`src/tscu_pkg.sv`:
```
// ----------------------------------------------------------------------------
// tscu_pkg
// Shared constants, types and per-term divisor tables of the sine/cosine unit.
// ----------------------------------------------------------------------------
`default_nettype none

package tscu_pkg;

  localparam int unsigned FRAC_BITS     = 28;
  localparam int unsigned OUT_FRAC_BITS = 14;
  localparam int unsigned NUM_TERMS     = 7;
  localparam int unsigned IDX_W         = 3;

  // Angles in unsigned Q.28; pi is the single-precision value of 3.1415927.
  localparam logic [31:0] PI_FIX      = 32'd843314880;
  localparam logic [31:0] HALF_PI_FIX = 32'd421657440;
  localparam logic [31:0] TWO_PI_FIX  = 32'd1686629760;

  localparam logic signed [31:0] ONE_FIX   = 32'sd268435456;
  localparam logic [63:0]        RND_Q28   = 64'd1 << (FRAC_BITS - 1);
  localparam logic [32:0]        RND_OUT   = 33'd1 << (FRAC_BITS - OUT_FRAC_BITS - 1);
  localparam logic [14:0]        OUT_ONE   = 15'd16384;

  // Data handed from one chain element to the next.
  typedef struct packed {
    logic               valid;
    logic               neg;
    logic [31:0]        sq;
    logic signed [31:0] term;
  } tscu_bus_t;

  // A divisor d is split as 2^shift * odd. magic is floor(2^32 / odd), held to
  // 2^32 - 1 for odd = 1, so a multiply and shift gives the quotient or one less.
  typedef struct packed {
    logic [6:0]  half;
    logic [1:0]  shift;
    logic [6:0]  odd;
    logic [31:0] magic;
  } tscu_div_t;

  function automatic tscu_div_t term_div(input logic [IDX_W-1:0] idx);
    tscu_div_t c;
    case (idx)
      3'd0: c = '{half: 7'd1,  shift: 2'd1, odd: 7'd1,  magic: 32'd4294967295};
      3'd1: c = '{half: 7'd6,  shift: 2'd2, odd: 7'd3,  magic: 32'd1431655765};
      3'd2: c = '{half: 7'd15, shift: 2'd1, odd: 7'd15, magic: 32'd286331153};
      3'd3: c = '{half: 7'd28, shift: 2'd3, odd: 7'd7,  magic: 32'd613566756};
      3'd4: c = '{half: 7'd45, shift: 2'd1, odd: 7'd45, magic: 32'd95443717};
      3'd5: c = '{half: 7'd66, shift: 2'd2, odd: 7'd33, magic: 32'd130150524};
      3'd6: c = '{half: 7'd91, shift: 2'd1, odd: 7'd91, magic: 32'd47197442};
      default: c = '{half: 7'd1, shift: 2'd1, odd: 7'd1, magic: 32'd4294967295};
    endcase
    return c;
  endfunction

endpackage

`default_nettype wire

```
`src/tscu_back.sv`:
```
// ----------------------------------------------------------------------------
// tscu_back
// Output stage: applies the half-turn sign, rounds Q.28 to Q2.14 and
// saturates to plus or minus one, into the output register.
// ----------------------------------------------------------------------------
`default_nettype none

module tscu_back (
  input  logic                clk_i,
  input  logic                rst_ni,
  input  tscu_pkg::tscu_bus_t bus_i,
  output logic                ready_o,
  output logic                out_valid_o,
  input  logic                out_ready_i,
  output logic signed [15:0]  value_o
);

  logic               out_v_q;
  logic signed [15:0] value_q, value_d;
  logic               en;

  logic [31:0] tmag;
  logic [32:0] rnd;
  logic [18:0] mag;
  logic [14:0] sat;
  logic        sign;

  assign en      = !out_v_q || out_ready_i;
  assign ready_o = en;

  always_comb begin
    tmag    = bus_i.term[31] ? (32'd0 - bus_i.term) : bus_i.term;
    rnd     = {1'b0, tmag} + tscu_pkg::RND_OUT;
    mag     = rnd[32:14];
    sat     = (mag > 19'(tscu_pkg::OUT_ONE)) ? tscu_pkg::OUT_ONE : mag[14:0];
    sign    = bus_i.term[31] ^ bus_i.neg;
    value_d = sign ? $signed(16'd0 - {1'b0, sat}) : $signed({1'b0, sat});
  end

  always_ff @(posedge clk_i or negedge rst_ni) begin
    if (!rst_ni) begin
      out_v_q <= 1'b0;
    end else if (en) begin
      out_v_q <= bus_i.valid;
    end
  end

  always_ff @(posedge clk_i) begin
    if (en && bus_i.valid) begin
      value_q <= value_d;
    end
  end

  assign out_valid_o = out_v_q;
  assign value_o     = value_q;

endmodule

`default_nettype wire

```
`config.mk`:
```
export PLATFORM = sky130hd
export DESIGN_NAME = tscu_back
export DESIGN_NICKNAME = d
export VERILOG_FILES = /design/src/tscu_pkg.sv /design/src/tscu_back.sv
export SDC_FILE = /design/constraint.sdc
export NUM_CORES = 1
export LEC_CHECK = 0
export BUFFER_PORTS_ARGS = -buffer_cell sky130_fd_sc_hd__buf_2
export CAP_MARGIN = 20
export CELL_PAD_IN_SITES_DETAIL_PLACEMENT = 0
export CELL_PAD_IN_SITES_GLOBAL_PLACEMENT = 1
export CORE_ASPECT_RATIO = 0.9
export CORE_MARGIN = 5
export CORE_UTILIZATION = 37
export DETAILED_ROUTE_END_ITERATION = 10
export HOLD_SLACK_MARGIN = 0.05
export PLACE_DENSITY_LB_ADDON = 0.08
export SKIP_LAST_GASP = 1
export SYNTH_ARGS = -nofsm -noshare
export SYNTH_HDL_FRONTEND = slang
export SYNTH_SLANG_ARGS = --single-unit
```
`constraint.sdc`:
```
create_clock -name clk_i -period 1.5 [get_ports clk_i]
set_input_delay 0.15 -clock clk_i [delete_from_list [all_inputs] [get_ports clk_i]]
set_output_delay 0.15 -clock clk_i [all_outputs]
set_load 0.02 [all_outputs]
```
==> results of run 1 <==
worst reg2reg max path, delay by kind of cell (launching register included):
family	cells	cell delay (ps)
flops	1	370
simple gates	2	500
per-stage QoR:
| step | setup slack, ps | utilization [%] | TNS, ps |
|---|---|---|---|
| 2_1_floorplan | -2804 | - | -36150 |
| 3_3_place_gp | -2931 | 57.88 | -38100 |
| 3_5_place_dp | -3131 | 57.88 | -40190 |
| 4_1_cts | -2542 | 64.10 | -32990 |
| 5_1_grt | -2895 | 65.83 | -38020 |
| 6_report | -2646 | 65.83 | -34270 |
worst paths after layout:
path	start	to	slack (ps)	cells after the start
setup / recovery	bus_i[6]	value_o[6]$_DFFE_PP_	-2650	24
hold / removal	bus_i[65]	out_valid_o$_DFFE_PN0N_	90	2
setup reg to reg	out_valid_o$_DFFE_PN0N_	value_o[11]$_DFFE_PP_	270	2
hold reg to reg	out_valid_o$_DFFE_PN0N_	out_valid_o$_DFFE_PN0N_	530	2
max in group asynchronous	rst_ni	out_valid_o$_DFFE_PN0N_	1220	2
min in group asynchronous	rst_ni	out_valid_o$_DFFE_PN0N_	200	2
flip-flops by register name, indices dropped and copies added, names as in the netlist:
| name | count |
|---|---|
| value_o | 16 |
| out_valid_o | 1 |
report_power, final:
part / total [mW] / leakage, nW / internal, mW / switching [mW]
Combinational: 1.18 / 1.61 / 0.580 / 0.596
Clock: 0.346 / 0.0255 / 0.185 / 0.161
Sequential: 0.568 / 0.168 / 0.561 / 0.00694
logic make-up (layout without fill, tap and decap cells):
group	Yosys count	count (layout)	synth area share, %
and+or+nand+nor	137	138	32.41
AOI/OAI and AO/OA	93	93	28.47
xor gates and xnor gates	37	37	12.60
buffers and inverters	20	207	3.455
DFF	17	17	19.66
muxes	6	6	2.433
adders and majority gates	2	2	0.9731
repair_timing:
| item | CTS | global route |
|---|---|---|
| pin swaps | 40 | 12 |
| setup endpoints to repair | 16 | 16 |
| endpoints found under the hold margin | 1 | 0 |
| buffers inserted | 17 | 6 |
| hold buffers | 1 | 0 |
| resized for setup | 42 | 23 |
| gates cloned | 1 | 0 |
final cells by class:
class                      count  area share (%)
timing repair buffer         198           32.24
multi-input combinational    276           52.11
inverter                       5          0.4854
sequential                    17           11.54
clock inverter                 1          0.1142
clock buffer                   3          0.9423
tap                           90           2.570
layout by cell type (no fill, tap or decap), types with 5 or more instances in the layout:
| master | netlist | final |
|---|---|---|
| nand4_1 | 10 | 10 |
| xor2_1 | 17 | 16 |
| buf_4 | 0 | 134 |
| nand3_1 | 8 | 7 |
| xnor2_1 | 20 | 17 |
| o31ai_1 | 7 | 5 |
| or4_1 | 6 | 5 |
| nor4_1 | 5 | 5 |
| edfxtp_1 | 16 | 16 |
| nor3_1 | 8 | 5 |
| a21oi_1 | 10 | 9 |
| nor2b_1 | 6 | 5 |
| buf_2 | 5 | 52 |
| or3_1 | 10 | 8 |
| o21ai_1 | 8 | 9 |
| a31oi_1 | 5 | 5 |
| nand2b_1 | 10 | 9 |
| buf_6 | 1 | 9 |
| o21ai_0 | 16 | 12 |
| nor2_1 | 27 | 23 |
| nand2_1 | 18 | 14 |
| o211ai_1 | 8 | 8 |
metal layers:
metal | global-route usage, % | vias up | wire (microns)
li1 | - | 1592 | -
met2 | 36.71 | 62 | 4417
met4 | 1.761 | 0 | 31
met3 | 2.574 | 4 | 398
met5 | 0 | - | 0
met1 | 29.18 | 1479 | 4166
==> metrics, run 1 <==
status complete, but fails checks; failing checks setup timing; max-cap violation count 0; Die X 97.87 microns; post-route clock period utilization 276.4%; number of library cell types mapped by synthesis 71; grt ovf 0; drt first pass iters 4; gpl congestion 0.9185; Inst Count DP 565; antenna violations before repair 0; fillcell total 585; vias in the first global route 3118; final setup fails 16; CTS tree yes; Mean Syn Cell Area 8.241 sq um; most frequent cell after synthesis nor2_1; wire length per cell 15.28 microns; GRT Util Overall 21.00%; total CTS buffers 3; Synth area leaders edfxtp_1 19%, xnor2_1 6.8%, xor2_1 5.8%; Ports 87; Slowest cell on crit path nor4_4; syn_nets 383; Multi-input gate area 2283 sq um; fin. max-slew vios 0; Yosys top cell area share 18.69%; drt drc 0; sequential area share after synthesis 19.66%; unrepaired setup endpoints after global routing yes; die height 89.09 microns; power per cell area 477.0 nW/um^2; design area 4382 sq um; core area 6656 sq um; deepest clock path buffer count 2; min cycle time layout 4146 ps; FF/Latch Area 505.5 sq um; critical-path maximum fanout 3; CTS clk-pin slew, worst paths 70 ps; area delta synth->final 70.41%; Seq cells post-synth 17; family with the most delay on the worst path simple AND/OR/NAND/NOR gates; clk_lat worst skew 260 ps; fmax 0.2412 GHz; placed cell area 3852 sq um; setup ws final -2646 ps; CP Capture Type flop; ys flop type edfxtp_1; CP Buf/Inv Count 5; WHS 91.52 ps; Yosys warnings 0; Worst path max stage delay 400 ps; Data arrival, critical path 4150 ps; DR vias/cell 5.317; actual slew at the worst max-slew pin 658.7 ps; num rows 28; H-tree depth 1; CP startpoint kind primary input; Final nets 572; largest net degree at the start of global routing 17; number of enable flip-flop cells after synthesis 16; final hold vios 0; worst clock skew 6.279 ps; synth cell count leaders 27 x nor2_1, 20 x xnor2_1, 18 x nand2_1; hpwl dp 7.153 mm; Root Buffer clkbuf_8; path category of the worst min-delay check primary input to flop; # port buffers 54; PnR Total Power 2.090 mW; first-pass GRT wire length 15.08 mm; Die Area 8719 sq um; synthesized area 2571 sq um; CP Cell Sequence buf_6 > nor4_4 > nand4_1 > buf_4 > nand2_4 > xnor2_2 > ha_2 > buf_6 > nor2b_2 > nand2b_4 > xnor2_4 > or3_4 > nor3_4 > nand3_2 > nor4_4 > o21ai_2 > ha_4 > inv_4 > a211oi_4 > buf_4 > mux2i_1 > o22ai_1 > xor2_1 > o21ai_1; share of cells above drive strength 1 54.00%; non-filler cells, final 590; Post-Syn Instances 312; Starting Density 38.63%; worst path required time 1510 ps; Leak 1.802 nW; worst vdd ir 0.5895 mV; ANT cells 0; critical path class primary input to flop; Via Count 3137; antenna viol nets, final 0; Final Routed Wirelength 9.014 mm; DRT iter0 DRCs 115; ys async rst share 5.882%; CTS Sinks 17; relative slew slack 55.62%; Synth area leader edfxtp_1
No activity file was read; power rests on OpenSTA's default activity.
==> inputs of run 2 (changes only) <==
--- a/config.mk
+++ b/config.mk
@@ -15,6 +15,7 @@
 export DETAILED_ROUTE_END_ITERATION = 10
 export HOLD_SLACK_MARGIN = 0.05
 export PLACE_DENSITY_LB_ADDON = 0.08
+export REMOVE_ABC_BUFFERS = 1
 export SKIP_LAST_GASP = 1
 export SYNTH_ARGS = -nofsm -noshare
 export SYNTH_HDL_FRONTEND = slang
==> metrics, run 2 (synthesis results as in run 1) <==
setup ws final -2621 ps; Psw 0.7688 mW; # port buffers 54; Root Buffer clkbuf_8; DR vias/cell 5.442; worst vdd ir 0.3262 mV; most frequent cells in the layout 138 x buf_4, 52 x buf_2, 22 x nor2_1; wire length per cell 15.51 microns; ANT cells 0; unrepaired setup endpoints after global routing yes; CP Capture Type flop; drt first pass iters 5; num rows 28; min cycle time layout 4121 ps; relative slew slack 61.18%; Final nets 573; Data arrival, critical path 4130 ps; final setup fails 16; final core occ 65.55%; Die X 97.87 microns; share of cells above drive strength 1 54.09%; CTS Sinks 17; Comb pwr share 56.4%; path category of the worst min-delay check primary input to flop; commonest non-fill, non-tap cell in the layout buf_4; drt drc 0; die height 89.09 microns; Final Routed Wirelength 9.165 mm; CTS tree yes; worst path required time 1510 ps; vias in the first global route 3116; antenna violations before repair 0; area delta synth->final 69.68%; Inst Count DP 560; critical path class primary input to flop; Ports 87; post-route clock period utilization 274.7%; grt ovf 0; deepest clock path buffer count 2; status complete, but fails checks; worst clock skew 3.256 ps; CTS clk-pin slew, worst paths 70 ps; H-tree depth 1; gpl congestion 0.8831; actual slew at the worst max-slew pin 577.4 ps; Die Area 8719 sq um; Power Internal 1.324 mW; largest net degree at the start of global routing 17; total CTS buffers 3; core area 6656 sq um; Sw Share 36.73%; max FFs per register 16; clk_lat worst skew 250 ps; Via Count 3216; CP startpoint kind primary input; pre-CTS setup slack -3133 ps; non-filler cells, final 591; Leak 1.788 nW; fmax 0.2427 GHz; GRT Util Overall 20.31%; DRT iter0 DRCs 140; first-pass GRT wire length 14.61 mm; Clk pwr share 16.4%; fin. max-slew vios 0; Starting Density 38.63%; power per cell area 479.7 nW/um^2; failing checks setup timing; max-cap violation count 0; PnR Total Power 2.093 mW; sequential power share 27.2%; critical-path maximum fanout 4; final hold vios 0; hpwl dp 6.966 mm; antenna viol nets, final 0
==> run 2: changes by cell type in the layout (fill, tap and decap cells not counted), moves of 2 or more <==
cell / before / now
buf_4: 134 / 138
o21ai_1: 9 / 12
a21oi_1: 9 / 7
a21oi_2: 1 / 3
nand2_1: 14 / 16
o21ai_0: 12 / 10
o21ai_2: 4 / 2
==> run 2: what timing repair did <==
item,4_1_cts,5_1_grt
hold buffers,1,0
cloned,1,0
setup endpoints to repair,16,16
endpoints found under the hold margin,1,0
resized for setup,50,25
pin swaps,37,20
buffers inserted,30,10
==> run 2: worst max-delay path, stage by stage <==
cell and delay (ps):
buf_2 110, nor4_4 270, nand4_1 220, buf_4 220
nand2_4 70, xnor2_2 120, ha_2 240, nand2_2 80
nor4_4 180, buf_4 170, or3_4 140, o2111ai_4 120
o211ai_1 250, nand4_1 150, and3_4 230, o21ai_2 190
ha_4 160, inv_2 40, a211oi_4 270, nand4_1 210
o31ai_2 280, xnor2_1 170, o21ai_1 90
==> run 2: through the flow <==
stage	setup TNS [ps]	instance area, sq um	hold WS, ps
after detailed placement	-39740	3777	-74.35
after floorplan	-38570	2501	-145.6
after CTS	-32440	4273	108.4
after global routing	-36930	4363	126.2
after global placement	-37040	3777	-75.43
final	-34260	4363	105.6
==> run 2: path summary, 6_finish.rpt <==
check | cells after the start | slack, ps | to | startpoint
worst max-delay path | 23 | -2620 | value_o[12]$_DFFE_PP_ | bus_i[0]
worst min-delay path | 2 | 110 | out_valid_o$_DFFE_PN0N_ | bus_i[65]
worst max register to register | 3 | 340 | value_o[15]$_SDFFCE_PP0P_ | out_valid_o$_DFFE_PN0N_
worst min register to register | 2 | 530 | out_valid_o$_DFFE_PN0N_ | out_valid_o$_DFFE_PN0N_
max in group asynchronous | 2 | 1220 | out_valid_o$_DFFE_PN0N_ | rst_ni
min in group asynchronous | 2 | 200 | out_valid_o$_DFFE_PN0N_ | rst_ni
==> run 2: final cells by class <==
class	count	area, sq um
clock buffer	3	41.29
clock inverter	1	5.005
fill	573	2293
inverter	5	18.77
multi-input combinational	276	2283
sequential	17	505.5
tap	90	112.6
timing repair buffer	199	1396
==> run 2: power by group through the flow <==
stage,Sequential [mW],Clock (mW),Combinational (mW)
2_1_floorplan,0.622,0,0.440
3_3_place_gp,0.578,0,0.983
3_5_place_dp,0.579,0,0.994
4_1_cts,0.569,0.345,1.12
5_1_grt,0.572,0.368,1.27
6_report,0.569,0.343,1.18
==> run 2: routing by layer <==
| metal | routed length (microns) | track usage [%] | vias to the layer above |
|---|---|---|---|
| met5 | 0 | 0 | - |
| met4 | 112 | 3.522 | 0 |
| met3 | 486 | 1.638 | 10 |
| met2 | 4650 | 39.06 | 94 |
| met1 | 3915 | 25.34 | 1511 |
| li1 | - | - | 1601 |
==> inputs of run 3 (changes only) <==
--- a/config.mk
+++ b/config.mk
@@ -10,13 +10,12 @@
 export CELL_PAD_IN_SITES_DETAIL_PLACEMENT = 0
 export CELL_PAD_IN_SITES_GLOBAL_PLACEMENT = 1
 export CORE_ASPECT_RATIO = 0.9
-export CORE_MARGIN = 5
+export CORE_MARGIN = 4
 export CORE_UTILIZATION = 37
 export DETAILED_ROUTE_END_ITERATION = 10
 export HOLD_SLACK_MARGIN = 0.05
 export PLACE_DENSITY_LB_ADDON = 0.08
 export REMOVE_ABC_BUFFERS = 1
-export SKIP_LAST_GASP = 1
 export SYNTH_ARGS = -nofsm -noshare
 export SYNTH_HDL_FRONTEND = slang
 export SYNTH_SLANG_ARGS = --single-unit
==> metrics, run 3 (synthesis results as in run 1) <==
routing usage on met1 26.76%; Slowest cell on crit path or4_4; die height 87.09 microns; placed cell area 3762 sq um; Root Buffer clkbuf_8; clk_lat worst skew 250 ps; min cycle time layout 4059 ps; GR Util met3 1.815%; Setup crit end value_o[12]$_DFFE_PP_; power per cell area 487.0 nW/um^2; first-pass GRT wire length 13.52 mm; GRT Util Overall 20.06%; drt drc 0; CP Capture Type flop; share of cells above drive strength 1 50.72%; H-tree depth 1; worst vdd ir 0.3083 mV; Data arrival, critical path 4060 ps; origin of the worst setup path bus_i[0]; antenna violations before repair 0; post-route clock period utilization 270.6%; setup ws final -2559 ps; DRT iter0 DRCs 179; status complete, but fails checks; area delta synth->final 61.12%; commonest non-fill, non-tap cell in the layout buf_4; final setup fails 16; CTS tree yes; Final nets 557; Via Count 3083; max FFs per register 16; vias in the first global route 3019; largest net degree at the start of global routing 17; CP Buf/Inv Count 4; R2R setup slack 360 ps; reg-to-reg startpoint out_valid_o$_DFFE_PN0N_; Final Routed Wirelength 8.312 mm; grt ovf 0; # port buffers 54; Die X 95.87 microns; terminus of the critical flop-to-flop path value_o[7]$_DFFE_PP_; wire length per cell 14.46 microns; Ports 87; actual slew at the worst max-slew pin 520.9 ps; fmax 0.2463 GHz; Starting Density 38.63%; worst path required time 1500 ps; path category of the worst min-delay check primary input to flop; ANT cells 0; fillcell total 601; Multi-input gate area 2187 sq um; critical path class primary input to flop; family with the most delay on the worst path simple AND/OR/NAND/NOR gates; total CTS buffers 3; CP Cell Sequence buf_2 > nor4_4 > nand4_1 > buf_4 > buf_4 > mux2_2 > or2_2 > o2111ai_2 > o21ba_1 > or4_4 > and3_4 > o21ai_2 > ha_2 > inv_2 > a211oi_4 > nand4_1 > o31ai_2 > xnor2_1 > o21ai_1; core area 6656 sq um; design area 4143 sq um; FF/Latch Area 505.5 sq um; R2R cell count 3; final hold vios 0; most frequent cells in the layout 126 x buf_4, 52 x buf_2, 26 x nor2_1; hpwl dp 6.802 mm; met2 global-route usage 35.16%; Die Area 8349 sq um; worst clock skew 1.627 ps; critical-path maximum fanout 4; failing checks setup timing; deepest clock path buffer count 2; gpl congestion 0.9110; DR vias/cell 5.362; antenna viol nets, final 0; unrepaired setup endpoints after global routing yes; min-delay src bus_i[65]; drt first pass iters 4; max-cap violation count 0; critical path depth 19; relative slew slack 65.02%; CTS Sinks 17; pre-CTS setup slack -3076 ps; CTS clk-pin slew, worst paths 70 ps; CP startpoint kind primary input; Worst path max stage delay 500 ps; Most Crowded Layer GR met2; num rows 28; Leak 1.693 nW; fin. max-slew vios 0
==> run 3: layout make-up <==
class / instances / share of cell area [%]
clock buffers: 3 / 0.9967
clock inverters: 1 / 0.1208
inverters: 5 / 0.4530
multi-input cells: 275 / 52.79
flip-flops and latches: 17 / 12.20
well taps: 90 / 2.718
repair buffers: 184 / 30.72
==> run 3: power breakdown <==
part	switching (mW)	internal, mW
logic	0.569	0.542
registers	0.00690	0.561
clock network	0.155	0.184
total	0.731	1.29
==> run 3: worst min-delay path by stage <==
| stage | cells past startpoint | endpoint | slack [ps] |
|---|---|---|---|
| 4_1_cts | 2 | out_valid_o$_DFFE_PN0N_ | 90 |
| 3_3_place_gp | 1 | out_valid_o$_DFFE_PN0N_ | -80 |
| 3_5_place_dp | 1 | out_valid_o$_DFFE_PN0N_ | -70 |
| 6_report | 2 | out_valid_o$_DFFE_PN0N_ | 90 |
| 2_1_floorplan | 0 | out_valid_o$_DFFE_PN0N_ | -150 |
| 5_1_grt | 2 | out_valid_o$_DFFE_PN0N_ | 100 |
==> run 3: metal layers <==
layer  vias to the layer above  wire length, microns
li1                       1560                     -
met1                      1430                  3851
met2                        83                  4007
met3                        10                   381
met4                         0                    72
met5                         -                     0
==> run 3: per-stage QoR <==
stage          util (%)  instances  hold slack (ps)  power (mW)  TNS, ps
2_1_floorplan         -        297           -145.6       1.062   -38570
3_3_place_gp      56.52        558           -75.60       1.548   -37280
3_5_place_dp      56.52        558           -74.17       1.558   -39420
4_1_cts           61.69        575            88.55       2.012   -32510
5_1_grt           62.24        575            101.8       2.142   -36430
6_report          62.24        575            94.27       2.017   -33850
==> run 3: timing repair <==
item / CTS / global route
endpoints found under the setup margin: 16 / 16
resized for setup: 45 / 6
hold endpoints to repair: 1 / 0
buffers inserted: 14 / 0
hold buffers: 1 / 0
pin swaps: 33 / 0
