===== src/tscu_pkg.sv =====
// ----------------------------------------------------------------------------
// tscu_pkg
// Shared constants, types and per-term divisor tables of the sine/cosine unit.
// ----------------------------------------------------------------------------
`default_nettype none

package tscu_pkg;

  localparam int unsigned FRAC_BITS     = 28;
  localparam int unsigned OUT_FRAC_BITS = 14;
  localparam int unsigned NUM_TERMS     = 7;
  localparam int unsigned IDX_W         = 3;

  // Angles in unsigned Q.28; pi is the single-precision value of 3.1415927.
  localparam logic [31:0] PI_FIX      = 32'd843314880;
  localparam logic [31:0] HALF_PI_FIX = 32'd421657440;
  localparam logic [31:0] TWO_PI_FIX  = 32'd1686629760;

  localparam logic signed [31:0] ONE_FIX   = 32'sd268435456;
  localparam logic [63:0]        RND_Q28   = 64'd1 << (FRAC_BITS - 1);
  localparam logic [32:0]        RND_OUT   = 33'd1 << (FRAC_BITS - OUT_FRAC_BITS - 1);
  localparam logic [14:0]        OUT_ONE   = 15'd16384;

  // Data handed from one chain element to the next.
  typedef struct packed {
    logic               valid;
    logic               neg;
    logic [31:0]        sq;
    logic signed [31:0] term;
  } tscu_bus_t;

  // A divisor d is split as 2^shift * odd. magic is floor(2^32 / odd), held to
  // 2^32 - 1 for odd = 1, so a multiply and shift gives the quotient or one less.
  typedef struct packed {
    logic [6:0]  half;
    logic [1:0]  shift;
    logic [6:0]  odd;
    logic [31:0] magic;
  } tscu_div_t;

  function automatic tscu_div_t term_div(input logic [IDX_W-1:0] idx);
    tscu_div_t c;
    case (idx)
      3'd0: c = '{half: 7'd1,  shift: 2'd1, odd: 7'd1,  magic: 32'd4294967295};
      3'd1: c = '{half: 7'd6,  shift: 2'd2, odd: 7'd3,  magic: 32'd1431655765};
      3'd2: c = '{half: 7'd15, shift: 2'd1, odd: 7'd15, magic: 32'd286331153};
      3'd3: c = '{half: 7'd28, shift: 2'd3, odd: 7'd7,  magic: 32'd613566756};
      3'd4: c = '{half: 7'd45, shift: 2'd1, odd: 7'd45, magic: 32'd95443717};
      3'd5: c = '{half: 7'd66, shift: 2'd2, odd: 7'd33, magic: 32'd130150524};
      3'd6: c = '{half: 7'd91, shift: 2'd1, odd: 7'd91, magic: 32'd47197442};
      default: c = '{half: 7'd1, shift: 2'd1, odd: 7'd1, magic: 32'd4294967295};
    endcase
    return c;
  endfunction

endpackage

`default_nettype wire


===== src/tscu_front.sv =====
// ----------------------------------------------------------------------------
// tscu_front
// Range reduction of the angle to [0, pi) and squaring, five register stages.
// ----------------------------------------------------------------------------
`default_nettype none

module tscu_front (
  input  logic               clk_i,
  input  logic               rst_ni,
  input  logic               in_valid_i,
  output logic               in_ready_o,
  input  logic               req_type_i,
  input  logic signed [15:0] angle_i,
  input  logic               ready_i,
  output tscu_pkg::tscu_bus_t bus_o
);

  logic [4:0] v_q;
  logic [4:0] en;

  logic [31:0] mag1_q, mag1_d;
  logic [30:0] mag2_q, mag2_d;
  logic [29:0] x3_q, x3_d;
  logic        neg3_q, neg3_d;
  logic [59:0] sqp_q, sqp_d;
  logic        neg4_q;
  logic [31:0] sq5_q, sq5_d;
  logic        neg5_q;

  logic signed [32:0] ang_ext;
  logic signed [32:0] shifted;
  logic [32:0]        flipped;
  logic [31:0]        red2;
  logic [31:0]        red3;
  logic [59:0]        sq_sum;

  // A stage loads when it is empty or its successor takes its item.
  always_comb begin
    en[4] = !v_q[4] || ready_i;
    for (int k = 3; k >= 0; k--) begin
      en[k] = !v_q[k] || en[k+1];
    end
  end

  assign in_ready_o = en[0];

  always_comb begin
    ang_ext = {angle_i[15], angle_i, 16'h0000};
    shifted = ang_ext - (req_type_i ? $signed({1'b0, tscu_pkg::HALF_PI_FIX}) : 33'sd0);
    flipped = 33'd0 - shifted;
    mag1_d  = shifted[32] ? flipped[31:0] : shifted[31:0];
  end

  always_comb begin
    red2   = mag1_q - tscu_pkg::TWO_PI_FIX;
    mag2_d = (mag1_q >= tscu_pkg::TWO_PI_FIX) ? red2[30:0] : mag1_q[30:0];
  end

  // An angle of exactly pi takes the negated path.
  always_comb begin
    red3   = {1'b0, mag2_q} - tscu_pkg::PI_FIX;
    neg3_d = ({1'b0, mag2_q} >= tscu_pkg::PI_FIX);
    x3_d   = neg3_d ? red3[29:0] : mag2_q[29:0];
  end

  assign sqp_d  = 60'(x3_q) * 60'(x3_q);
  assign sq_sum = sqp_q + 60'(tscu_pkg::RND_Q28);
  assign sq5_d  = sq_sum[59:28];

  always_ff @(posedge clk_i or negedge rst_ni) begin
    if (!rst_ni) begin
      v_q <= '0;
    end else begin
      if (en[0]) begin
        v_q[0] <= in_valid_i;
      end
      for (int k = 1; k < 5; k++) begin
        if (en[k]) begin
          v_q[k] <= v_q[k-1];
        end
      end
    end
  end

  always_ff @(posedge clk_i) begin
    if (en[0] && in_valid_i) begin
      mag1_q <= mag1_d;
    end
    if (en[1] && v_q[0]) begin
      mag2_q <= mag2_d;
    end
    if (en[2] && v_q[1]) begin
      x3_q   <= x3_d;
      neg3_q <= neg3_d;
    end
    if (en[3] && v_q[2]) begin
      sqp_q  <= sqp_d;
      neg4_q <= neg3_q;
    end
    if (en[4] && v_q[3]) begin
      sq5_q  <= sq5_d;
      neg5_q <= neg4_q;
    end
  end

  assign bus_o.valid = v_q[4];
  assign bus_o.neg   = neg5_q;
  assign bus_o.sq    = sq5_q;
  assign bus_o.term  = tscu_pkg::ONE_FIX;

endmodule

`default_nettype wire


===== config.mk =====
export PLATFORM = sky130hd
export DESIGN_NAME = tscu_front
export DESIGN_NICKNAME = d
export VERILOG_FILES = /design/src/tscu_pkg.sv /design/src/tscu_front.sv
export SDC_FILE = /design/constraint.sdc
export NUM_CORES = 1
export LEC_CHECK = 0
export BUFFER_PORTS_ARGS = -buffer_cell sky130_fd_sc_hd__buf_2
export CAP_MARGIN = 20
export CORE_MARGIN = 4
export CORE_UTILIZATION = 40
export CTS_BUF_LIST = sky130_fd_sc_hd__clkbuf_16
export DETAILED_ROUTE_END_ITERATION = 10
export GPL_ROUTABILITY_DRIVEN = 0
export GPL_TIMING_DRIVEN = 0
export PLACE_DENSITY_LB_ADDON = 0.25
export SKIP_LAST_GASP = 1
export SYNTH_ARGS = -nofsm -noshare
export SYNTH_HDL_FRONTEND = slang
export SYNTH_SLANG_ARGS = --single-unit

===== constraint.sdc =====
create_clock -name clk_i -period 7.2 [get_ports clk_i]
set_input_delay 0.72 -clock clk_i [delete_from_list [all_inputs] [get_ports clk_i]]
set_output_delay 0.72 -clock clk_i [all_outputs]
set_load 0.02 [all_outputs]

==> results of run 1 <==
-- stage by stage --
step / std cells / cell area, um^2 / hold WS [ns]
5_1_grt: 3635 / 29990 / 0.04343
3_5_place_dp: 3493 / 27000 / 0.4138
4_1_cts: 3586 / 29020 / 0.03203
6_report: 3635 / 29990 / 0.05539
3_3_place_gp: 3491 / 26950 / 0.4121
2_1_floorplan: 2592 / 25630 / 0.4003
-- worst register-to-register path, cell delays in order (launching register included) --
cell                       delay [ns]
sky130_fd_sc_hd__edfxtp_1        0.52
sky130_fd_sc_hd__buf_8           0.19
sky130_fd_sc_hd__nand2_2         0.08
sky130_fd_sc_hd__fa_1            0.55
sky130_fd_sc_hd__inv_1           0.06
sky130_fd_sc_hd__fa_1            0.53
sky130_fd_sc_hd__fa_1            0.56
sky130_fd_sc_hd__inv_1           0.05
sky130_fd_sc_hd__fa_1            0.51
sky130_fd_sc_hd__inv_2           0.05
sky130_fd_sc_hd__fa_2            0.45
sky130_fd_sc_hd__fa_1            0.56
sky130_fd_sc_hd__inv_1           0.06
sky130_fd_sc_hd__fa_1            0.52
sky130_fd_sc_hd__inv_2           0.05
sky130_fd_sc_hd__ha_4            0.24
sky130_fd_sc_hd__ha_4            0.26
sky130_fd_sc_hd__and4_4          0.22
sky130_fd_sc_hd__and2_4          0.14
sky130_fd_sc_hd__nand2_1         0.06
sky130_fd_sc_hd__o21a_4          0.23
sky130_fd_sc_hd__a21o_4          0.25
sky130_fd_sc_hd__a211o_4         0.38
sky130_fd_sc_hd__a21o_1          0.20
sky130_fd_sc_hd__nand2_1         0.11
sky130_fd_sc_hd__o211ai_1        0.13
-- sequential cells by signal, summed over array words and instances (netlist names) --
| register | count |
|---|---|
| sqp_q | 33 |
| neg5_q | 1 |
| mag1_q | 19 |
| v_q | 5 |
| neg4_q | 1 |
| sq5_q | 32 |
| x3_q | 25 |
| neg3_q | 1 |
| mag2_q | 23 |
-- worst max path at each step --
stage	start	end	slack [ns]	cells after the start
6_report	x3_q[9]$_DFFE_PP_	sqp_q[59]$_DFFE_PP_	-0.03	25
5_1_grt	x3_q[13]$_DFFE_PP_	sqp_q[58]$_DFFE_PP_	-0.20	26
4_1_cts	x3_q[28]$_DFFE_PP_	sqp_q[54]$_DFFE_PP_	-0.01	22
3_5_place_dp	x3_q[18]$_DFFE_PP_	sqp_q[54]$_DFFE_PP_	-1.63	24
3_3_place_gp	x3_q[18]$_DFFE_PP_	sqp_q[54]$_DFFE_PP_	-1.63	24
2_1_floorplan	x3_q[27]$_DFFE_PP_	sqp_q[54]$_DFFE_PP_	0.21	25
-- cell usage in the layout (no fill, tap or decap), types with 16 or more instances in the layout --
cell	count
sky130_fd_sc_hd__a21oi_1	42
sky130_fd_sc_hd__fa_2	26
sky130_fd_sc_hd__edfxtp_1	135
sky130_fd_sc_hd__and3_1	16
sky130_fd_sc_hd__xnor2_1	84
sky130_fd_sc_hd__fa_1	449
sky130_fd_sc_hd__o21ai_0	18
sky130_fd_sc_hd__nor2_1	70
sky130_fd_sc_hd__buf_4	136
sky130_fd_sc_hd__nand2_2	23
sky130_fd_sc_hd__inv_1	642
sky130_fd_sc_hd__buf_2	53
sky130_fd_sc_hd__conb_1	32
sky130_fd_sc_hd__a21o_1	22
sky130_fd_sc_hd__clkbuf_16	17
sky130_fd_sc_hd__nand2_1	206
sky130_fd_sc_hd__xor2_1	45
sky130_fd_sc_hd__ha_1	248
sky130_fd_sc_hd__buf_6	21
sky130_fd_sc_hd__ha_4	40
sky130_fd_sc_hd__nand3_1	30
sky130_fd_sc_hd__and2_1	115
-- logic make-up (layout without fill, tap and decap cells) --
logic type / count (synthesis) / after routing / synth area share [%]
xor gates and xnor gates: 131 / 131 / 4.526
DFF: 140 / 140 / 16.38
muxes: 7 / 7 / 0.2844
and+or+nand+nor: 590 / 590 / 11.37
buffers and inverters: 759 / 956 / 11.68
adders and majority gates: 764 / 764 / 51.43
other: 2 / 32 / 0.02943
AOI/OAI and AO/OA: 169 / 169 / 4.305
-- layer usage --
| layer | global-route usage, % | vias to the layer above | routed length [um] | part of all wire (%) |
|---|---|---|---|---|
| li1 | - | 8175 | - | - |
| met1 | 25.32 | 8772 | 26680 | 42 |
| met2 | 32.55 | 552 | 30770 | 48 |
| met4 | 5.770 | 2 | 2036 | 3.2 |
| met5 | 0 | - | 12 | 0.019 |
| met3 | 3.464 | 116 | 4255 | 6.7 |
-- layout make-up --
cell class	count	share of cell area, %
buffer	90	2.904
clock buffer	17	1.419
clock inverter	15	0.4673
inverter	662	8.353
multi-input combinational	1693	65.01
sequential	140	13.94
tap	846	3.530
timing repair buffer	172	4.381
-- repair_timing --
item,4_1_cts,5_1_grt
endpoints found under the setup margin,32,20
pin swaps,56,114
gates cloned,0,0
gates resized for setup,223,185
setup buffers,66,52
-- synth_stat cells (all sizes together) (7+ instances only) --
library cell  number
inv              662
fa               475
ha               289
nand2            236
edfxtp           135
and2             134
xnor2             85
nor2              80
clkbuf            62
a21oi             48
xor2              46
buf               35
o21ai             35
nand3             33
a21o              23
and3              18
nand4             15
nor2b             14
nor3              12
a211oi            11
nand2b            11
nor4              10
o21a               7
or2                7
==> results_tabular.tex, run 1 <==
\begin{tabular}{lr}
\hline
Metric & Value \\
\hline
\multicolumn{2}{l}{\textbf{Status}} \\
Outcome & complete, but fails checks \\
Failing checks & negative setup slack \\
\multicolumn{2}{l}{\textbf{Global routing}} \\
Vias in the first global route & 18894 \\
Remaining global-route overflow & 0 \\
Pin count of the biggest net entering global routing & 34 \\
Total track usage & 19.23\% \\
First-pass GRT wire length & 101.3 mm \\
Antenna violations before repair & 1 \\
\multicolumn{2}{l}{\textbf{Yosys}} \\
Synthesized flop and latch total & 140 \\
Count of flip-flops with a built-in enable after synthesis & 135 \\
Top cell type by total area after synthesis & sky130\_fd\_sc\_hd\_\_fa\_1 \\
Mean area per synthesized cell & 9.960 um\^{}2 \\
Sequential area share after synthesis & 16.38\% \\
Area share of the largest cell type after synthesis & 37.26\% \\
Summed instance area of the synthesized netlist & 25520 um\^{}2 \\
Leading post-synthesis cells by cell area & sky130\_fd\_sc\_hd\_\_fa\_1 37\%, sky130\_fd\_sc\_hd\_\_edfxtp\_1 16\%, sky130\_fd\_sc\_hd\_\_ha\_1 14\%, sky130\_fd\_sc\_hd\_\_inv\_1 9.7\%, sky130\_fd\_sc\_hd\_\_nand2\_1 3.5\% \\
Number of distinct standard cells referenced by the synthesized netlist & 63 \\
Count of synthesis-stage warnings from yosys & 0 \\
Post-synthesis async set-or-reset flop share & 3.571\% \\
Post-synth top flop & sky130\_fd\_sc\_hd\_\_edfxtp\_1 \\
Number of instances in the synthesized netlist & 2562 \\
\multicolumn{2}{l}{\textbf{Floorplanning}} \\
Initial standard-cell utilization of the core & 40.45\% \\
Ports placed on the boundary & 88 \\
Die boundary height & 260.6 um \\
Total Die Area & 67900 um\^{}2 \\
Floorplan die width & 260.6 um \\
Core box area & 63080 um\^{}2 \\
Number of rows in the core area & 92 \\
\multicolumn{2}{l}{\textbf{Clock network}} \\
Number of clock buffers inserted by TritonCTS & 17 \\
CTS Buffer Depth & 2 \\
Clock Pin Slew Worst Setup and Hold Paths & 0.07 ns \\
Clock Sinks & 140 \\
Library cell used as clock root buffer & sky130\_fd\_sc\_hd\_\_clkbuf\_16 \\
Clk Latency, worst-skew pair & 0.46 ns \\
TritonCTS clock tree & done \\
CTS Hold Bufs & 0 \\
Number of H-tree levels & 4 \\
\multicolumn{2}{l}{\textbf{Detailed routing}} \\
Number of nets with antenna violations after routing & 0 \\
DRC violations left & 0 \\
Drt via density & 4.846 \\
Pre-antenna DRT Iters & 5 \\
Wire per inst & 17.54 um \\
Via count & 17617 \\
Total length of routed wires & 63.75 mm \\
Number of design-rule violations left by the first detailed-router iteration & 937 \\
\multicolumn{2}{l}{\textbf{Worst setup path}} \\
Category of the most critical setup path & flip-flop to flip-flop \\
Kind of end point of the critical path & flip-flop \\
R2r endpoint & sqp\_q[59]\$\_DFFE\_PP\_ \\
Length in cells of the worst reg-to-reg path & 25 \\
Launch instance of the worst register-to-register path & x3\_q[9]\$\_DFFE\_PP\_ \\
Sort of element at the start of the critical path & flip-flop \\
Internal reg-to-reg setup slack & -0.03 ns \\
Data required time at the worst endpoint & 7.39 ns \\
Critical path buffer and inverter count & 6 \\
CP most frequent cell & sky130\_fd\_sc\_hd\_\_fa\_1 \\
Max incr delay on CP & 0.56 ns \\
Crit path max-delay cell type & sky130\_fd\_sc\_hd\_\_fa\_1 \\
Largest fanout of any net on the critical path & 6 \\
Worst path top cell family by delay & adder cells \\
Data arrival time of the worst path & 7.42 ns \\
\multicolumn{2}{l}{\textbf{Finish}} \\
Area overhead of the layout relative to synthesis & 17.51\% \\
Fill cell instance count of the final layout & 5850 \\
\# nets final & 3561 \\
Number of diodes & 0 \\
Fraction of layout cells with a size suffix above 1 & 17.43\% \\
Post-layout util & 47.54\% \\
Area taken by flip-flops and latches & 4179 um\^{}2 \\
Multi-input logic area & 19490 um\^{}2 \\
\multicolumn{2}{l}{\textbf{Timing}} \\
Final critical delay including setup and external delays & 7.225 ns \\
Maximum clock frequency & 0.1384 GHz \\
Clock Skews & 0.01455 ns \\
Transition at the pin with the smallest max-transition slack & 0.9672 ns \\
Endpoints failing hold & 0 \\
Final number of setup-violating endpoints & 1 \\
Setup total negative slack & -0.02545 ns \\
Max-Slew Margin vs Limit & 35.52\% \\
Fin crit share & 100.4\% \\
Final count of pins violating max slew & 0 \\
Worst-case setup margin in the final layout & -0.02545 ns \\
RSZ-0062 raised after global routing & yes \\
\multicolumn{2}{l}{\textbf{Job}} \\
Max cap viols & 0 \\
\multicolumn{2}{l}{\textbf{Placed design}} \\
Post-Place Worst Slack & -1.629 ns \\
HPWL after DPL & 51.65 mm \\
Number of port buffers & 53 \\
\multicolumn{2}{l}{\textbf{Min path}} \\
Path type of the worst min-delay path & primary input to async pin \\
\hline
\end{tabular}
Power of run 1 is left out: the tool's default activity adds up to more than one toggle a clock period on the data nets, which glitch-free logic cannot reach.
==> run 2, diff against run 1 <==
- CORE_MARGIN: 4 -> 1
- PLACE_DENSITY: not set -> 0.65
- PLACE_DENSITY_LB_ADDON: 0.25 -> not set
- clock period: 7.2 -> 6.1 ns (I/O delays scaled with it)
==> run 2 against run 1 <==
The run still ends with negative setup slack left. Highest routed layer is now met4. First-iteration DRC count up 33%. Core utilization up 2.0 points. Critical path type unchanged. Wire length up 2.4%. Design area up 4.3%. Fmax up 1.3%. Final cell count up 1.1%.
==> results_tabular.tex, run 2 (same netlist as run 1, synthesis figures left out) <==
\begin{tabular}{lr}
\hline
Metric & Value \\
\hline
\multicolumn{2}{l}{\textbf{Min path}} \\
Path type of the worst min-delay path & primary input to flip-flop \\
WHS Path Cells & 2 \\
\multicolumn{2}{l}{\textbf{Worst setup path}} \\
Data required time at the worst endpoint & 6.32 ns (-1.07 ns) \\
Largest fanout of any net on the critical path & 6 (unchanged) \\
Data arrival time of the worst path & 7.35 ns (-0.07 ns) \\
Sort of element at the start of the critical path & flip-flop \\
CP most frequent cell & sky130\_fd\_sc\_hd\_\_fa\_1 \\
Internal reg-to-reg setup slack & -1.03 ns (-1.01 ns) \\
Depth of the critical timing path with buffers and inverters included & 23 (-8.0\%) \\
Category of the most critical setup path & flip-flop to flip-flop \\
Crit path max-delay cell type & sky130\_fd\_sc\_hd\_\_fa\_1 \\
Worst path top cell family by delay & adder cells \\
Max incr delay on CP & 0.58 ns (+0.02 ns) \\
Kind of end point of the critical path & flip-flop \\
Length in cells of the worst reg-to-reg path & 23 (-8.0\%) \\
Critical path buffer and inverter count & 4 (-2) \\
Crit path cell chain & buf\_6 > buf\_4 > and2\_4 > inv\_1 > fa\_1 > inv\_2 > fa\_2 > fa\_1 > fa\_1 > fa\_1 > fa\_1 > fa\_1 > ha\_4 > ha\_4 > and4\_4 > and2\_4 > and3\_4 > o21ai\_4 > a21o\_4 > a211o\_1 > a21o\_1 > nand3b\_1 > xor2\_2 \\
\multicolumn{2}{l}{\textbf{Finish}} \\
Largest register FFs & 33 (unchanged) \\
Commonest non-fill, non-tap cell in the layout & sky130\_fd\_sc\_hd\_\_inv\_1 \\
Fraction of layout cells with a size suffix above 1 & 23.51\% (+6.1 points) \\
Largest registers & sqp\_q (33), sq5\_q (32), x3\_q (25) \\
Non-Filler Cell Area, Final & 31270 um\^{}2 (+4.3\%) \\
Post-Layout Cell Count & 3675 (+1.1\%) \\
Most flops, register & sqp\_q \\
Number of diodes & 0 (unchanged) \\
Area overhead of the layout relative to synthesis & 22.54\% \\
\# nets final & 3601 (+1.1\%) \\
Commonest cells after routing, fill and taps aside & 603 x sky130\_fd\_sc\_hd\_\_inv\_1, 431 x sky130\_fd\_sc\_hd\_\_fa\_1, 228 x sky130\_fd\_sc\_hd\_\_ha\_1, 178 x sky130\_fd\_sc\_hd\_\_nand2\_1, 147 x sky130\_fd\_sc\_hd\_\_buf\_4 \\
Post-layout util & 49.57\% (+2.0 points) \\
\multicolumn{2}{l}{\textbf{Timing}} \\
Max-Slew Margin vs Limit & 33.29\% (-2.2 points) \\
Worst-case setup margin in the final layout & -1.032 ns (-1.006 ns) \\
Endpoints failing hold & 0 (unchanged) \\
Final number of setup-violating endpoints & 33 (+32) \\
Clock Skews & 0.01663 ns (+0.002073 ns) \\
Setup total negative slack & -22.14 ns (-22.12 ns) \\
Maximum clock frequency & 0.1402 GHz (+1.3\%) \\
RSZ-0062 raised after global routing & yes \\
Final count of pins violating max slew & 0 (unchanged) \\
Fin crit share & 116.9\% (+17 points) \\
Final critical delay including setup and external delays & 7.132 ns (-0.09361 ns) \\
Transition at the pin with the smallest max-transition slack & 1.001 ns (+0.03345 ns) \\
\multicolumn{2}{l}{\textbf{Global routing}} \\
First-pass GRT wire length & 101.4 mm (+0.16\%) \\
Layer with the highest usage & met2 \\
Antenna violations before repair & 1 (unchanged) \\
Pin count of the biggest net entering global routing & 34 (unchanged) \\
GR Util met1 & 25.90\% (+0.58 points) \\
Global Route met3 Usage & 3.807\% (+0.34 points) \\
Total track usage & 20.46\% (+1.2 points) \\
GR Layer Usage met2 & 34.87\% (+2.3 points) \\
Remaining global-route overflow & 0 (unchanged) \\
Vias in the first global route & 19368 (+2.5\%) \\
\multicolumn{2}{l}{\textbf{Floorplanning}} \\
Die boundary height & 254.6 um (-2.3\%) \\
Core box area & 63080 um\^{}2 (unchanged) \\
Initial standard-cell utilization of the core & 40.45\% (unchanged) \\
Total Die Area & 64810 um\^{}2 (-4.6\%) \\
Ports placed on the boundary & 88 (unchanged) \\
Floorplan die width & 254.6 um (-2.3\%) \\
Number of rows in the core area & 92 (unchanged) \\
\multicolumn{2}{l}{\textbf{Detailed routing}} \\
Number of nets with antenna violations after routing & 0 (unchanged) \\
Wire per inst & 17.76 um (+1.3\%) \\
Pre-antenna DRT Iters & 5 (unchanged) \\
Total length of routed wires & 65.29 mm (+2.4\%) \\
DRC violations left & 0 (unchanged) \\
Number of design-rule violations left by the first detailed-router iteration & 1246 (+33\%) \\
Via count & 18186 (+3.2\%) \\
Drt via density & 4.949 (+2.1\%) \\
\multicolumn{2}{l}{\textbf{Clock network}} \\
CTS Buffer Depth & 2 (unchanged) \\
Library cell used as clock root buffer & sky130\_fd\_sc\_hd\_\_clkbuf\_16 \\
TritonCTS clock tree & done \\
Number of clock buffers inserted by TritonCTS & 17 (unchanged) \\
Clk Latency, worst-skew pair & 0.47 ns (about the same) \\
Number of H-tree levels & 4 (unchanged) \\
Clock Pin Slew Worst Setup and Hold Paths & 0.07 ns (about the same) \\
Clock Sinks & 140 (unchanged) \\
\multicolumn{2}{l}{\textbf{Status}} \\
Failing checks & negative setup slack \\
Outcome & complete, but fails checks \\
\multicolumn{2}{l}{\textbf{Placed design}} \\
Instance area at placement & 27880 um\^{}2 (+3.3\%) \\
\# placed instances & 3493 (unchanged) \\
HPWL after DPL & 51.61 mm (about the same) \\
Number of port buffers & 53 (unchanged) \\
\multicolumn{2}{l}{\textbf{Job}} \\
Max cap viols & 0 (unchanged) \\
\hline
\end{tabular}
[run 2: changes by cell type in the layout (fill, tap and decap cells not counted), moves of 8 or more]
| cell | before | now |
|---|---|---|
| sky130_fd_sc_hd__buf_6 | 21 | 40 |
| sky130_fd_sc_hd__inv_1 | 642 | 603 |
| sky130_fd_sc_hd__ha_4 | 40 | 58 |
| sky130_fd_sc_hd__buf_8 | 14 | 22 |
| sky130_fd_sc_hd__fa_1 | 449 | 431 |
| sky130_fd_sc_hd__ha_1 | 248 | 228 |
| sky130_fd_sc_hd__inv_2 | 14 | 54 |
| sky130_fd_sc_hd__a21oi_1 | 42 | 31 |
| sky130_fd_sc_hd__nand2_4 | 7 | 23 |
| sky130_fd_sc_hd__nand2_2 | 23 | 34 |
| sky130_fd_sc_hd__buf_4 | 136 | 147 |
| sky130_fd_sc_hd__fa_2 | 26 | 44 |
| sky130_fd_sc_hd__nand2_1 | 206 | 178 |
[run 2: final timing paths]
path                                     start                   to
max                         x3_q[28]$_DFFE_PP_  sqp_q[58]$_DFFE_PP_
min                                 in_valid_i   v_q[0]$_DFFE_PN0N_
max reg2reg                 x3_q[28]$_DFFE_PP_  sqp_q[58]$_DFFE_PP_
min reg2reg                mag1_q[5]$_DFFE_PP_  mag2_q[5]$_DFFE_PP_
max in group asynchronous               rst_ni   v_q[4]$_DFFE_PN0P_
min in group asynchronous               rst_ni   v_q[1]$_DFFE_PN0P_
[run 2: cell type report]
type	count	area, um^2
fillers	5588	31810
repair buffers	211	1737
clock buffers	17	425.4
clock inverters	15	200.2
plain buffers	91	982.2
well taps	846	1059
multi-input cells	1693	20180
inverters	662	2506
flip-flops and latches	140	4179
[run 2: worst register-to-register path: stages (launching register included)]
cell and delay [ns]:
sky130_fd_sc_hd__edfxtp_1 0.54, sky130_fd_sc_hd__buf_6 0.16, sky130_fd_sc_hd__buf_4 0.12, sky130_fd_sc_hd__and2_4 0.15, sky130_fd_sc_hd__inv_1 0.06, sky130_fd_sc_hd__fa_1 0.54, sky130_fd_sc_hd__inv_2 0.05, sky130_fd_sc_hd__fa_2 0.47
sky130_fd_sc_hd__fa_1 0.57, sky130_fd_sc_hd__fa_1 0.45, sky130_fd_sc_hd__fa_1 0.58, sky130_fd_sc_hd__fa_1 0.43, sky130_fd_sc_hd__fa_1 0.54, sky130_fd_sc_hd__ha_4 0.23, sky130_fd_sc_hd__ha_4 0.30, sky130_fd_sc_hd__and4_4 0.23
sky130_fd_sc_hd__and2_4 0.15, sky130_fd_sc_hd__and3_4 0.20, sky130_fd_sc_hd__o21ai_4 0.11, sky130_fd_sc_hd__a21o_4 0.26, sky130_fd_sc_hd__a211o_1 0.32, sky130_fd_sc_hd__a21o_1 0.21, sky130_fd_sc_hd__nand3b_1 0.13, sky130_fd_sc_hd__xor2_2 0.09
[run 2: per-layer routing]
metal / share of wire [%] / vias to the layer above
met1: 40 / 9116
met5: 0 / -
met4: 4.0 / 0
met2: 50 / 644
li1: - / 8257
met3: 6.5 / 169
[run 2: repair_timing]
item / CTS / global route
resized for setup: 186 / 231
setup buffers: 82 / 73
setup endpoints to repair: 33 / 33
cloned: 0 / 1
hold buffers: 1 / 0
endpoints found under the hold margin: 5 / 0
pin swaps: 95 / 80
[run 2: per-stage QoR]
step,setup slack [ns],hold slack [ns]
after detailed placement,-1.935,0.4055
final,-1.032,0.3529
after global placement,-1.892,0.4132
after floorplan,-0.4155,0.3144
after global routing,-1.205,0.3352
after CTS,-1.086,0.3338
Power of run 2 is left out for the same reason.
==> run 3, diff against run 2 <==
- SKIP_CTS_REPAIR_TIMING: not set -> 1
- SKIP_LAST_GASP: 1 -> not set
==> run 3 against run 2 <==
The run still ends with negative setup slack left. Fmax down 2.1%. Core utilization fell by 0.65 points. Final cell count is 0.49% lower. Clock skew is 0.0027 ns lower. Wire length fell by 2.6%. Critical endpoint unchanged. Highest routed layer unchanged.
==> results_tabular.tex, run 3 (same netlist as run 1, synthesis figures left out) <==
\begin{tabular}{lr}
\hline
Metric & Value \\
\hline
\multicolumn{2}{l}{\textbf{Floorplanning}} \\
Initial standard-cell utilization of the core & 40.45\% (unchanged) \\
Floorplan die width & 254.6 um (unchanged) \\
Total Die Area & 64810 um\^{}2 (unchanged) \\
Number of rows in the core area & 92 (unchanged) \\
Ports placed on the boundary & 88 (unchanged) \\
Core box area & 63080 um\^{}2 (unchanged) \\
Die boundary height & 254.6 um (unchanged) \\
\multicolumn{2}{l}{\textbf{Placed design}} \\
Number of port buffers & 53 (unchanged) \\
HPWL after DPL & 51.61 mm (unchanged) \\
\multicolumn{2}{l}{\textbf{Worst setup path}} \\
Data arrival time of the worst path & 7.50 ns (+0.15 ns) \\
Sort of element at the start of the critical path & flip-flop \\
Largest fanout of any net on the critical path & 10 (+4) \\
Kind of end point of the critical path & flip-flop \\
Data required time at the worst endpoint & 6.31 ns (about the same) \\
Category of the most critical setup path & flip-flop to flip-flop \\
\multicolumn{2}{l}{\textbf{Timing}} \\
Transition at the pin with the smallest max-transition slack & 1.004 ns (+0.003146 ns) \\
Endpoints failing hold & 0 (unchanged) \\
Fin crit share & 119.4\% (+2.5 points) \\
Worst-case setup margin in the final layout & -1.184 ns (-0.1519 ns) \\
Clock Skews & 0.01390 ns (-0.002727 ns) \\
RSZ-0062 raised after global routing & yes \\
Final number of setup-violating endpoints & 33 (unchanged) \\
Maximum clock frequency & 0.1373 GHz (-2.1\%) \\
Final count of pins violating max slew & 0 (unchanged) \\
Max-Slew Margin vs Limit & 33.08\% (-0.21 points) \\
Final worst hold slack & 0.3505 ns (-0.002350 ns) \\
Final critical delay including setup and external delays & 7.284 ns (+0.1519 ns) \\
\multicolumn{2}{l}{\textbf{Job}} \\
Max cap viols & 0 (unchanged) \\
\multicolumn{2}{l}{\textbf{Clock network}} \\
Library cell used as clock root buffer & sky130\_fd\_sc\_hd\_\_clkbuf\_16 \\
Clock Sinks & 140 (unchanged) \\
CTS Buffer Depth & 2 (unchanged) \\
TritonCTS clock tree & done \\
Number of H-tree levels & 4 (unchanged) \\
Clock Pin Slew Worst Setup and Hold Paths & 0.07 ns (about the same) \\
Number of clock buffers inserted by TritonCTS & 17 (unchanged) \\
Clk Latency, worst-skew pair & 0.47 ns (about the same) \\
\multicolumn{2}{l}{\textbf{Global routing}} \\
First-pass GRT wire length & 97.39 mm (-4.0\%) \\
Total track usage & 19.61\% (-0.84 points) \\
Remaining global-route overflow & 0 (unchanged) \\
Pin count of the biggest net entering global routing & 34 (unchanged) \\
Antenna violations before repair & 0 (-1) \\
Vias in the first global route & 18660 (-3.7\%) \\
\multicolumn{2}{l}{\textbf{Finish}} \\
Area overhead of the layout relative to synthesis & 20.94\% \\
Post-layout util & 48.92\% (-0.65 points) \\
Fraction of layout cells with a size suffix above 1 & 21.77\% (-1.7 points) \\
Largest registers & sqp\_q (33), sq5\_q (32), x3\_q (25) \\
Largest register FFs & 33 (unchanged) \\
Commonest non-fill, non-tap cell in the layout & sky130\_fd\_sc\_hd\_\_inv\_1 \\
Number of diodes & 0 (unchanged) \\
\# nets final & 3583 (-0.50\%) \\
Most flops, register & sqp\_q \\
Commonest cells after routing, fill and taps aside & 624 x sky130\_fd\_sc\_hd\_\_inv\_1, 430 x sky130\_fd\_sc\_hd\_\_fa\_1, 234 x sky130\_fd\_sc\_hd\_\_ha\_1, 181 x sky130\_fd\_sc\_hd\_\_nand2\_1, 149 x sky130\_fd\_sc\_hd\_\_buf\_4 \\
\multicolumn{2}{l}{\textbf{Status}} \\
Failing checks & negative setup slack \\
Outcome & complete, but fails checks \\
\multicolumn{2}{l}{\textbf{Detailed routing}} \\
Amount of wire on met3 after detailed routing & 4.231 mm (+0.47\%) \\
Via count & 17907 (-1.5\%) \\
Uppermost layer routed & met4 \\
Wire per inst & 17.39 um (-2.1\%) \\
Met1 wire length & 25.85 mm (-0.76\%) \\
Pre-antenna DRT Iters & 5 (unchanged) \\
DRC violations left & 0 (unchanged) \\
Number of design-rule violations left by the first detailed-router iteration & 1138 (-8.7\%) \\
Total length of routed wires & 63.60 mm (-2.6\%) \\
Routed wire length on met2 & 31.50 mm (-2.8\%) \\
Drt via density & 4.897 (-1.0\%) \\
Number of nets with antenna violations after routing & 0 (unchanged) \\
\multicolumn{2}{l}{\textbf{Min path}} \\
Path type of the worst min-delay path & primary input to flip-flop \\
\hline
\end{tabular}
[run 3: layout make-up]
class	count	area, um^2
Inverter	662	2500
Clock inverter	15	200.2
Timing Repair Buffer	190	1490
Buffer	94	947.2
Fill cell	5642	32220
Tap cell	846	1059
Sequential cell	140	4179
Multi-Input combinational cell	1693	20060
Clock buffer	17	425.4
[run 3: worst paths after layout]
check                                    startpoint                   to  slack [ns]  cells past startpoint
worst min-delay path                     in_valid_i   v_q[0]$_DFFE_PN0N_        0.35                      2
worst min register to register  mag1_q[5]$_DFFE_PP_  mag2_q[5]$_DFFE_PP_        0.43                      0
worst max-delay path             x3_q[12]$_DFFE_PP_  sqp_q[58]$_DFFE_PP_       -1.18                     25
worst max register to register   x3_q[12]$_DFFE_PP_  sqp_q[58]$_DFFE_PP_       -1.18                     25
max in group asynchronous                    rst_ni   v_q[4]$_DFFE_PN0P_        5.50                      2
min in group asynchronous                    rst_ni   v_q[1]$_DFFE_PN0P_        0.47                      2
[run 3: through the flow]
stage	setup slack, ns	setup TNS [ns]	instances	area, um^2
after floorplan	-0.4155	-5.378	2592	26510
after global placement	-1.892	-41.45	3491	27830
after detailed placement	-1.935	-45.63	3493	27880
after CTS	-1.982	-45.74	3525	28510
after global routing	-1.345	-30.06	3657	30860
final	-1.184	-24.17	3657	30860
[run 3: metal layers]
metal / vias to the layer above / track usage, %
met4: 0 / 6.484
met5: - / 0
met1: 8959 / 25.23
met3: 131 / 3.817
li1: 8222 / -
met2: 595 / 33.08
[run 3: worst max-delay path, cell delays in order (launching register included)]
cell                       delay [ns]
sky130_fd_sc_hd__edfxtp_1        0.45
sky130_fd_sc_hd__buf_6           0.17
sky130_fd_sc_hd__buf_6           0.12
sky130_fd_sc_hd__buf_12          0.14
sky130_fd_sc_hd__nand2_4         0.07
sky130_fd_sc_hd__inv_1           0.05
sky130_fd_sc_hd__fa_1            0.50
sky130_fd_sc_hd__fa_1            0.50
sky130_fd_sc_hd__inv_1           0.05
sky130_fd_sc_hd__fa_1            0.48
sky130_fd_sc_hd__fa_2            0.59
sky130_fd_sc_hd__inv_2           0.04
sky130_fd_sc_hd__fa_2            0.53
sky130_fd_sc_hd__fa_1            0.46
sky130_fd_sc_hd__fa_1            0.61
sky130_fd_sc_hd__ha_4            0.22
sky130_fd_sc_hd__ha_4            0.27
sky130_fd_sc_hd__and4_4          0.23
sky130_fd_sc_hd__and2_4          0.15
sky130_fd_sc_hd__and3_4          0.20
sky130_fd_sc_hd__o21ai_4         0.11
sky130_fd_sc_hd__a21o_4          0.26
sky130_fd_sc_hd__a211o_1         0.36
sky130_fd_sc_hd__a21o_1          0.21
sky130_fd_sc_hd__nand3b_1        0.13
sky130_fd_sc_hd__xor2_2          0.10
Power of run 3 is left out for the same reason.
